==> src/hdl/ccar_pkg.sv <==
`timescale 1ns / 1ps

package ccar_pkg;

    localparam int ROW_MAX_DEF     = 4096;
    localparam int POS_W           = 12;
    localparam int QUEUE_DEPTH_DEF = 4;

    localparam logic MODE_TOTALISTIC = 1'b0;
    localparam logic MODE_RULE126    = 1'b1;

    // Which result of a transaction the back end is producing.
    typedef enum logic [2:0] {
        ST_STREAM = 3'd0,
        ST_LM2    = 3'd1,
        ST_LM1    = 3'd2,
        ST_C0     = 3'd3,
        ST_C1     = 3'd4,
        ST_SHORT  = 3'd5
    } t_step;

    typedef struct packed {
        t_step              first;
        t_step              last;
        logic [4:0]         win;
        logic [3:0]         head;
        logic               err;
        logic [POS_W-1:0]   pos_stream;
        logic [POS_W-1:0]   pos_lm2;
        logic [POS_W-1:0]   pos_lm1;
    } t_job;

    function automatic logic [2:0] popcnt5(input logic [4:0] n);
        logic [2:0] s;
        s = 3'd0;
        for (int b = 0; b < 5; b++) begin
            s = s + {2'b00, n[b]};
        end
        return s;
    endfunction

    // Bit 2 of nb is the center cell.
    function automatic logic next_cell(input logic mode, input logic [4:0] nb);
        logic [2:0] c;
        if (mode == MODE_RULE126) begin
            c = popcnt5({2'b00, nb[3:1]});
            return (c == 3'd1) || (c == 3'd2);
        end else begin
            c = popcnt5(nb);
            return (c == 3'd2) || (c == 3'd4);
        end
    endfunction

endpackage

==> src/hdl/ccar_fifo.sv <==
`timescale 1ns / 1ps

module ccar_fifo #(
    parameter int WIDTH = 8,
    parameter int DEPTH = 4
) (
    input  logic             i_clk,
    input  logic             i_rst_n,
    input  logic             i_push,
    input  logic [WIDTH-1:0] i_data,
    input  logic             i_pop,
    output logic [WIDTH-1:0] o_data,
    output logic             o_full,
    output logic             o_empty
);
    localparam int AW = $clog2(DEPTH);

    logic [WIDTH-1:0] r_mem [DEPTH];
    logic [AW:0]      r_wr;
    logic [AW:0]      r_rd;
    logic [AW:0]      n_wr;
    logic [AW:0]      n_rd;

    assign o_empty = (r_wr == r_rd);
    assign o_full  = (r_wr[AW] != r_rd[AW]) && (r_wr[AW-1:0] == r_rd[AW-1:0]);
    assign o_data  = r_mem[r_rd[AW-1:0]];
    assign n_wr    = r_wr + (AW+1)'(1);
    assign n_rd    = r_rd + (AW+1)'(1);

    always_ff @(posedge i_clk) begin
        if (!i_rst_n) begin
            r_wr <= '0;
            r_rd <= '0;
        end else begin
            if (i_push && !o_full) begin
                r_wr <= n_wr;
            end
            if (i_pop && !o_empty) begin
                r_rd <= n_rd;
            end
        end
    end

    always_ff @(posedge i_clk) begin
        if (i_push && !o_full) begin
            r_mem[r_wr[AW-1:0]] <= i_data;
        end
    end

endmodule

==> src/hdl/ccar_front.sv <==
`timescale 1ns / 1ps

module ccar_front #(
    parameter int ROW_MAX = 4096
) (
    input  logic          i_clk,
    input  logic          i_rst_n,
    input  logic          i_accept,
    input  logic          i_cell_req,
    input  logic          i_row_end,
    output logic          o_push,
    output ccar_pkg::t_job o_job
);
    import ccar_pkg::*;

    localparam int CW  = $clog2(ROW_MAX + 1);
    localparam int SAT = ROW_MAX - 1;

    logic [3:0]    r_head;
    logic [3:0]    r_recent;
    logic [CW-1:0] r_count;
    logic [3:0]    n_head;
    logic [4:0]    win;
    logic          over;
    logic          has_stream;
    logic [31:0]   kx;

    assign win        = {r_recent, i_cell_req};
    assign over       = (r_count >= CW'(ROW_MAX));
    assign has_stream = (r_count >= CW'(4));
    assign kx         = 32'(r_count);

    always_comb begin
        n_head = r_head;
        if (!has_stream) begin
            n_head[r_count[1:0]] = i_cell_req;
        end
    end

    always_comb begin
        o_job.win        = win;
        o_job.head       = n_head;
        o_job.err        = over;
        o_job.pos_stream = over ? POS_W'(SAT) : POS_W'(kx - 32'd2);
        o_job.pos_lm2    = over ? POS_W'(SAT) : POS_W'(kx - 32'd1);
        o_job.pos_lm1    = over ? POS_W'(SAT) : POS_W'(kx);
        if (!i_row_end) begin
            o_job.first = ST_STREAM;
            o_job.last  = ST_STREAM;
        end else if (!has_stream) begin
            o_job.first = ST_SHORT;
            o_job.last  = ST_SHORT;
        end else begin
            o_job.first = ST_STREAM;
            o_job.last  = ST_C1;
        end
    end

    // A cell among the first four of a row without row end yields nothing.
    assign o_push = i_accept && (i_row_end || has_stream);

    always_ff @(posedge i_clk) begin
        if (!i_rst_n) begin
            r_head   <= '0;
            r_recent <= '0;
            r_count  <= '0;
        end else if (i_accept) begin
            if (i_row_end) begin
                r_head   <= '0;
                r_recent <= '0;
                r_count  <= '0;
            end else begin
                r_head   <= n_head;
                r_recent <= win[3:0];
                if (!over) begin
                    r_count <= r_count + CW'(1);
                end
            end
        end
    end

endmodule

==> src/hdl/ccar_back.sv <==
`timescale 1ns / 1ps

module ccar_back (
    input  logic                           i_clk,
    input  logic                           i_rst_n,
    input  logic                           i_rule_mode,
    input  ccar_pkg::t_job                 i_job,
    input  logic                           i_empty,
    output logic                           o_pop,
    output logic                           o_valid,
    input  logic                           i_stall,
    output logic [ccar_pkg::POS_W-1:0]     o_position,
    output logic                           o_new_cell,
    output logic                           o_final_res,
    output logic                           o_error
);
    import ccar_pkg::*;

    logic             r_valid;
    logic             r_mid;
    t_step            r_step;
    logic [POS_W-1:0] r_position;
    logic             r_new_cell;
    logic             r_final_res;
    logic             r_error;

    t_step            step;
    logic             load;
    logic             done;
    logic [4:0]       nb;
    logic [POS_W-1:0] n_position;
    logic             n_new_cell;

    assign step = r_mid ? r_step : i_job.first;
    assign load = !i_empty && (!r_valid || !i_stall);
    assign done = (step == i_job.last);
    assign o_pop = load && done;

    // Wrapped neighborhoods pull the stored head cells in after the window.
    always_comb begin
        nb         = i_job.win;
        n_position = i_job.pos_stream;
        case (step)
            ST_STREAM: begin
                nb         = i_job.win;
                n_position = i_job.pos_stream;
            end
            ST_LM2: begin
                nb         = {i_job.win[3:0], i_job.head[0]};
                n_position = i_job.pos_lm2;
            end
            ST_LM1: begin
                nb         = {i_job.win[2:0], i_job.head[0], i_job.head[1]};
                n_position = i_job.pos_lm1;
            end
            ST_C0: begin
                nb = {i_job.win[1:0], i_job.head[0], i_job.head[1], i_job.head[2]};
                n_position = POS_W'(0);
            end
            ST_C1: begin
                nb = {i_job.win[0], i_job.head[0], i_job.head[1], i_job.head[2],
                      i_job.head[3]};
                n_position = POS_W'(1);
            end
            default: begin
                nb         = '0;
                n_position = POS_W'(0);
            end
        endcase
        n_new_cell = (step == ST_SHORT) ? 1'b0 : next_cell(i_rule_mode, nb);
    end

    always_ff @(posedge i_clk) begin
        if (!i_rst_n) begin
            r_valid <= 1'b0;
            r_mid   <= 1'b0;
            r_step  <= ST_STREAM;
        end else begin
            if (load) begin
                r_valid <= 1'b1;
                r_mid   <= !done;
                r_step  <= t_step'(step + 3'd1);
            end else if (!i_stall) begin
                r_valid <= 1'b0;
            end
        end
    end

    always_ff @(posedge i_clk) begin
        if (load) begin
            r_position  <= n_position;
            r_new_cell  <= n_new_cell;
            r_final_res <= (step == ST_C1) || (step == ST_SHORT);
            r_error     <= i_job.err || (step == ST_SHORT);
        end
    end

    assign o_valid     = r_valid;
    assign o_position  = r_position;
    assign o_new_cell  = r_new_cell;
    assign o_final_res = r_final_res;
    assign o_error     = r_error;

endmodule

==> src/hdl/cyclic_cellular_automaton_row.sv <==
`timescale 1ns / 1ps
// Channel   Handshake             Payload
// input     i_valid / o_stall     i_cell_req, i_row_end
// output    o_valid / i_stall     o_position, o_new_cell, o_final_res, o_error
// config    i_cfg_wr_en           i_cfg_wr_data (rule mode)
//
// A cell transaction is taken every cycle while the job queue has room; the
// back end emits one registered result per cycle unless the output stalls.
// A row end yields five results; a row of under five cells, one error result.
// Reset (synchronous, active low) empties the queue and clears the row state.
// Output stalls back up through the queue to o_stall; no transaction is lost.

module cyclic_cellular_automaton_row #(
    parameter int ROW_MAX     = ccar_pkg::ROW_MAX_DEF,
    parameter int QUEUE_DEPTH = ccar_pkg::QUEUE_DEPTH_DEF
) (
    input  logic                           i_clk,
    input  logic                           i_rst_n,
    input  logic                           i_cfg_wr_en,
    input  logic                           i_cfg_wr_data,
    input  logic                           i_valid,
    output logic                           o_stall,
    input  logic                           i_cell_req,
    input  logic                           i_row_end,
    output logic                           o_valid,
    input  logic                           i_stall,
    output logic [ccar_pkg::POS_W-1:0]     o_position,
    output logic                           o_new_cell,
    output logic                           o_final_res,
    output logic                           o_error
);
    import ccar_pkg::*;

    logic r_rule_mode;
    logic accept;
    logic push;
    logic pop;
    logic full;
    logic empty;
    t_job job_in;
    t_job job_out;

    always_ff @(posedge i_clk) begin
        if (!i_rst_n) begin
            r_rule_mode <= MODE_TOTALISTIC;
        end else if (i_cfg_wr_en) begin
            r_rule_mode <= i_cfg_wr_data;
        end
    end

    assign o_stall = full;
    assign accept  = i_valid && !full;

    ccar_front #(
        .ROW_MAX (ROW_MAX)
    ) u_front (
        .i_clk      (i_clk),
        .i_rst_n    (i_rst_n),
        .i_accept   (accept),
        .i_cell_req (i_cell_req),
        .i_row_end  (i_row_end),
        .o_push     (push),
        .o_job      (job_in)
    );

    ccar_fifo #(
        .WIDTH ($bits(t_job)),
        .DEPTH (QUEUE_DEPTH)
    ) u_queue (
        .i_clk   (i_clk),
        .i_rst_n (i_rst_n),
        .i_push  (push),
        .i_data  (job_in),
        .i_pop   (pop),
        .o_data  (job_out),
        .o_full  (full),
        .o_empty (empty)
    );

    ccar_back u_back (
        .i_clk       (i_clk),
        .i_rst_n     (i_rst_n),
        .i_rule_mode (r_rule_mode),
        .i_job       (job_out),
        .i_empty     (empty),
        .o_pop       (pop),
        .o_valid     (o_valid),
        .i_stall     (i_stall),
        .o_position  (o_position),
        .o_new_cell  (o_new_cell),
        .o_final_res (o_final_res),
        .o_error     (o_error)
    );

endmodule

==> config.mk <==
export PLATFORM = sky130hd
export DESIGN_NAME = cyclic_cellular_automaton_row
export DESIGN_NICKNAME = d
export VERILOG_FILES = /design/src/hdl/ccar_pkg.sv /design/src/hdl/ccar_fifo.sv /design/src/hdl/ccar_front.sv /design/src/hdl/ccar_back.sv /design/src/hdl/cyclic_cellular_automaton_row.sv
export SDC_FILE = /design/constraint.sdc
export NUM_CORES = 1
export LEC_CHECK = 0
export BUFFER_PORTS_ARGS = -buffer_cell sky130_fd_sc_hd__buf_2
export CAP_MARGIN = 30
export CORE_MARGIN = 4
export CORE_UTILIZATION = 30
export CTS_BUF_LIST = sky130_fd_sc_hd__clkbuf_4 sky130_fd_sc_hd__clkbuf_8
export CTS_CLUSTER_DIAMETER = 120
export CTS_CLUSTER_SIZE = 14
export DETAILED_ROUTE_END_ITERATION = 8
export SLEW_MARGIN = 20
export SYNTH_ARGS = -nofsm -noshare
export SYNTH_HDL_FRONTEND = slang
export SYNTH_HIERARCHICAL = 1
export SYNTH_SLANG_ARGS = --single-unit
==> constraint.sdc <==
create_clock -name i_clk -period 4.9 [get_ports i_clk]
set_clock_uncertainty 0.2 [all_clocks]
set_input_delay 0.245 -clock i_clk [delete_from_list [all_inputs] [get_ports i_clk]]
set_output_delay 0.245 -clock i_clk [all_outputs]
set_load 0.05 [all_outputs]
* After elaboration in Yosys (flattened, before gate mapping)
Memories as Yosys holds them, arrays and structs flattened. A register that Yosys moved wholly into a read port is not among the register bits. Cells that the tools add are included.
Word-level totals: register bits after elaboration 48, bits in writable memories 208, input bits 8, output and inout port bits 17, logic and storage cells 89, memories 1
Memories:
- u_queue.r_mem | words 4, bits a word 52, rd ports 1, clocked after Yosys merged registers in 1, wr ports 1, RTL line ccar_fifo.sv:18 | logic [WIDTH-1:0] r_mem [DEPTH];
Cells by class: add/subtract/negate cells 12, order comparisons 4, equal/unequal tests 15, mux-type cells 23, reduce and logical (&&, ||, !) cells 21
Operators with widths (count):
- $pmux 12 s4 | 1
- $mux 12 | 3
- $mux 13 | 2
- $pmux 5 s5 | 1
- $add 13x1->13 const B | 1
- $ge 13x13->1 const B | 1
- $ge 13x3->1 const B | 1
- $add 3x1->3 | 4
- $eq 3x2->1 const B | 4
- $mux 4 | 3
- $mux 6 | 2
- $sub 12x1->12 const B | 1
- $sub 12x2->12 const B | 1
- $add 3x1->3 const B | 3
- $eq 3x3->1 const B | 3
- $logic_and 1x1->1 | 8
- $eq 3x1->1 const B | 2
- $eq 3x3->1 | 2
- $logic_or 1x1->1 | 6
- $mux 1 | 6
- $logic_not 1->1 | 5
- $add 1x1->2 | 2
- $bwmux 4 | 1
- $mux 2 | 2
- other kinds (10) | 10

* Depth between registers and ports, before layout
depth in word-level cells 10, gate-level depth with buffers 18, mapped depth without buffers 14

* Hierarchy
Netlist, hierarchy kept.
By module, submodules not included:
- ccar_fifo | times used 1, cells an instance 340, area each 8044.0 sq um, seq. area each 6406.1 sq um
- ccar_front | times used 1, cells an instance 239, area each 1836.8 sq um, seq. area each 420.4 sq um
- ccar_back | times used 1, cells an instance 130, area each 1303.8 sq um, seq. area each 550.5 sq um
- cyclic_cellular_automaton_row | times used 1, cells an instance 4, area each 42.5 sq um, seq. area each 20.0 sq um

* Worst setup path after synthesis
No wires, ideal clock.
kind flip-flop to flip-flop, start reg u_queue.r_wr[0], end mem u_queue/r_mem[3][0] (netlist bit), enable pin, library setup time 0.462 ns, arrival 4.729 ns, data required time 4.238 ns, path slack -0.491 ns, cell stages (with the launch flop) 9, buffers on the path 2, clock period less this slack 5.391 ns, path through dfxtp_1 xor2_1 nor3_1 nor2b_1 clkbuf_1 clkbuf_1 a21boi_0 nand2_1 nor2_1
On the way: longest elaborated chain between the ends 8
Ends and longest elaborated chain:
- from (decl) | RTL line ccar_fifo.sv:19 | logic [AW:0] r_wr;
- from (signal assigned) | RTL line ccar_fifo.sv:36 | r_wr <= n_wr;
- $eq 2x2->1 | RTL line ccar_fifo.sv:25 | assign o_full = (r_wr[AW] != r_rd[AW]) && (r_wr[AW-1:0] == r_rd[AW-1:0]);
- $logic_and 1x1->1 | RTL line ccar_fifo.sv:25
- via o_stall | RTL line cyclic_cellular_automaton_row.sv:22 | output logic o_stall,
- $logic_not 1->1 | RTL line cyclic_cellular_automaton_row.sv:52 | assign accept = i_valid && !full;
- $logic_and 1x1->1 | RTL line cyclic_cellular_automaton_row.sv:52
- via accept | RTL line cyclic_cellular_automaton_row.sv:35 | logic accept;
- $logic_and 1x1->1 | RTL line ccar_front.sv:60 | assign o_push = i_accept && (i_row_end || has_stream);
- via push | RTL line cyclic_cellular_automaton_row.sv:36 | logic push;
- $logic_and 1x1->1 | RTL line ccar_fifo.sv:45 | if (i_push && !o_full) begin
- $mux 1 | RTL line ccar_fifo.sv:45
- $mux 1 (not written as such) | RTL line ccar_fifo.sv:46 | r_mem[r_wr[AW-1:0]] <= i_data;
- to (decl) | RTL line ccar_fifo.sv:18
The timed path passes the listed nets, and every way through them passes these cells.

==> impl_metrics.env <==
export IMPL_ys_seq_area_share_pct=65.89
export IMPL_syn2layout_area_growth_pct=10.13
export IMPL_wl_per_cell_um=18.63
export IMPL_fmax_mhz=225.0
export IMPL_synth_top_area_share_pct=59.65
export IMPL_wl_um=22750
export IMPL_dr_pass1_iters=5
export IMPL_via_per_inst=4.943
export IMPL_nNetsFinal=764
export IMPL_start_util_pct=30.52
export IMPL_numCtsBuffers=22
export IMPL_finalCritPeriodShare_pct=90.69
export IMPL_critPathKind="flip-flop to flip-flop"
export IMPL_dp_hpwl_um=13990
export IMPL_io_buffers=24
export IMPL_tightest_slew_ns=0.8925
export IMPL_final_setup_tns_ns=0
export IMPL_hold_viol=0
export IMPL_antenna_left=0
export IMPL_route_detailed_drc=0
export IMPL_clk_pin_slew_ns=0.09
export IMPL_cts_sinks=258
export IMPL_maxCapViolCount=0
export IMPL_cts_tree="yes"
export IMPL_place_congestion=0.7803
export IMPL_grt_pass1_vias=6162
export IMPL_yosys_area_top_type="edfxtp_1"
export IMPL_run_status="completed"
export IMPL_drive_gt1_share_pct=21.68
export IMPL_ioPinCount=25
export IMPL_ys_flop_type="edfxtp_1"
export IMPL_grt_max_degree=53
export IMPL_synthTopCellsByCount="223 x edfxtp_1, 52 x mux4_2, 44 x nand2_1"
export IMPL_cts_hold_buf=8
export IMPL_setup_viol=0
export IMPL_ys_warnings_count=6
export IMPL_cts_setup_buffers=0
export IMPL_p_per_area_nw_per_um2=389.1
export IMPL_yosysMostFrequentCell="edfxtp_1"
export IMPL_hp_class="input port to flip-flop"
export IMPL_die_area_um2=40580
export IMPL_drtIter0Drc=510
export IMPL_synth_area_leaders="edfxtp_1 60%, mux4_2 10%, dfxtp_1 6.2%"
export IMPL_grt_overflow_total=0
export IMPL_fp_dieH_um=201.5
export IMPL_htreeDepth=1
export IMPL_place_area_um2=11840
export IMPL_leakage_nw=4.086
export IMPL_cp_max_fo=16
export IMPL_syn_inst=713
export IMPL_max_slew_margin_rel_pct=39.95
export IMPL_grt_pass1_wl_um=35810
export IMPL_ir_drop_v=0.0001760
export IMPL_grt_usage_pct=10.97
export IMPL_synth_edf_count=223
export IMPL_start_kind="flip-flop"
export IMPL_clockBufferDepth=3
export IMPL_end_kind="flip-flop"
export IMPL_core_area_um2=36790
export IMPL_antenna_found_initial=1
export IMPL_cts_root_buf="clkbuf_8"
export IMPL_seqCellArea_um2=7402
export IMPL_core_rowCount=70
export IMPL_ys_ff_latch=258
export IMPL_period_minus_slack_ns=4.444
export IMPL_fillCellCount=3558
export IMPL_ys_types=61
export IMPL_slew_violations=0
export IMPL_synthArstFlopShare_pct=0
export IMPL_vias=6036
export IMPL_cp_required_ns=4.98
export IMPL_clk_latency_ns=0.54
export IMPL_syn_cell_area_um2=11230
export IMPL_cp_arrival_ns=4.53
export IMPL_multi_input_area_um2=3507
export IMPL_final_area_um2=12360
export IMPL_post_cts_resized=0
export IMPL_syn_area_per_cell_um2=15.75
export IMPL_rsz0062_at_grt="false"
export IMPL_dieWidth_um=201.5
## path summary, 6_finish.rpt
| check | startpoint | endpoint | slack, ns | cells after the start |
|---|---|---|---|---|
| worst min register to register | u_front/r_head[1]$_SDFFE_PN0P_ | u_front/r_head[1]$_SDFFE_PN0P_ | 0.28 | 1 |
| worst min-delay path | i_valid | u_front/r_recent[0]$_SDFFE_PN0P_ | 0.15 | 5 |
| worst max register to register | flip-flop | u_back/o_new_cell$_SDFFCE_PP0P_ | 0.46 | 13 |
| worst max-delay path | flip-flop | u_back/o_new_cell$_SDFFCE_PP0P_ | 0.46 | 13 |
## layout by cell type, fill, tap and decap left out, drive strengths merged, types with 4 or more instances in the layout
cell	count
and3	9
or3	7
edfxtp	223
buf	38
xnor2	13
dlygate4sd3	8
xor2	14
mux2	5
nand4	17
and4	4
clkbuf	39
nor2b	14
dfxtp	35
nand2b	18
nor3	7
a21boi	4
a211o	4
or2	14
nor2	14
a21o	5
inv	18
nand3	21
nand3b	4
mux2i	9
ha	17
a22oi	16
nand2	44
o21bai	5
and2	12
a21oi	20
o21ai	13
mux4	52
## power by group
group / switching (mW) / internal [mW] / total, mW / leakage [nW]
clock network: 0.680 / 0.562 / 1.24 / 0.244
registers: 0.0532 / 2.52 / 2.57 / 2.29
logic: 0.629 / 0.366 / 0.995 / 1.55
total: 1.36 / 3.45 / 4.81 / 4.09
## per-stage QoR
stage	std cells	utilization, %	total power, mW	hold slack (ns)	setup WS (ns)
after floorplan	714	-	3.374	0.1729	0.3887
after global placement	1172	32.18	3.623	0.2509	0.5366
after detailed placement	1172	32.18	3.624	0.2627	0.4691
after CTS	1220	33.61	4.883	0.1202	0.4466
after global routing	1221	33.61	5.062	0.1772	0.1939
final	1221	33.61	4.811	0.1458	0.4560
## layout make-up
cell class,count,area share (%)
diodes,1,0.02024
multi-input cells,391,28.36
inverters,17,0.5363
well taps,468,4.736
repair buffers,46,2.874
flip-flops and latches,258,59.87
clock buffers,39,3.532
clock inverters,1,0.07084
## sequential cells by signal, indices dropped and copies added (netlist names), named ones only
| signal | flops |
|---|---|
| u_queue/r_mem | 208 |
| r_rule_mode | 1 |
| u_back/o_final_res | 1 |
| u_back/o_new_cell | 1 |
| u_back/r_mid | 1 |
| u_front/r_recent | 4 |
| u_back/r_step | 3 |
| u_queue/r_wr | 3 |
| u_queue/r_rd | 3 |
| u_front/r_head | 4 |
| u_back/o_error | 1 |
| u_front/r_count | 13 |
| u_back/o_valid | 1 |
| u_back/o_position | 12 |
## worst max-delay path, stage by stage, from the launching register on
cell,delay (ns)
dfxtp_4,0.52
mux4_2,0.54
mux2i_1,0.37
ha_1,0.34
and2_4,0.36
a22oi_1,0.17
nand4_1,0.15
fa_1,0.46
fa_1,0.43
ha_1,0.29
xnor2_1,0.15
nor3_1,0.05
a21oi_1,0.11
a21oi_1,0.05
## per-layer routing
layer / wire length, um / share of wire, % / vias up / global-route usage, %
met2: 11180 / 49 / 139 / 18.66
li1: - / - / 2785 / -
met4: 407 / 1.8 / 0 / 2.808
met5: 0 / 0 / - / 0
met1: 10270 / 45 / 3083 / 15.00
met3: 892 / 3.9 / 29 / 1.386
## kinds of logic after synthesis
| group | count (synthesis) | synth area share, % |
|---|---|---|
| multiplexers | 66 | 11.77 |
| other | 1 | 0.03340 |
| XOR/XNOR | 27 | 2.106 |
| buffers and inverters | 65 | 3.087 |
| adder cells (fa/ha/maj) | 20 | 2.429 |
| flip-flops | 258 | 65.89 |
| AND/OR/NAND/NOR | 194 | 9.841 |
| AO/OA/AOI/OAI | 82 | 4.848 |
(Power assumes the default switching activity.)
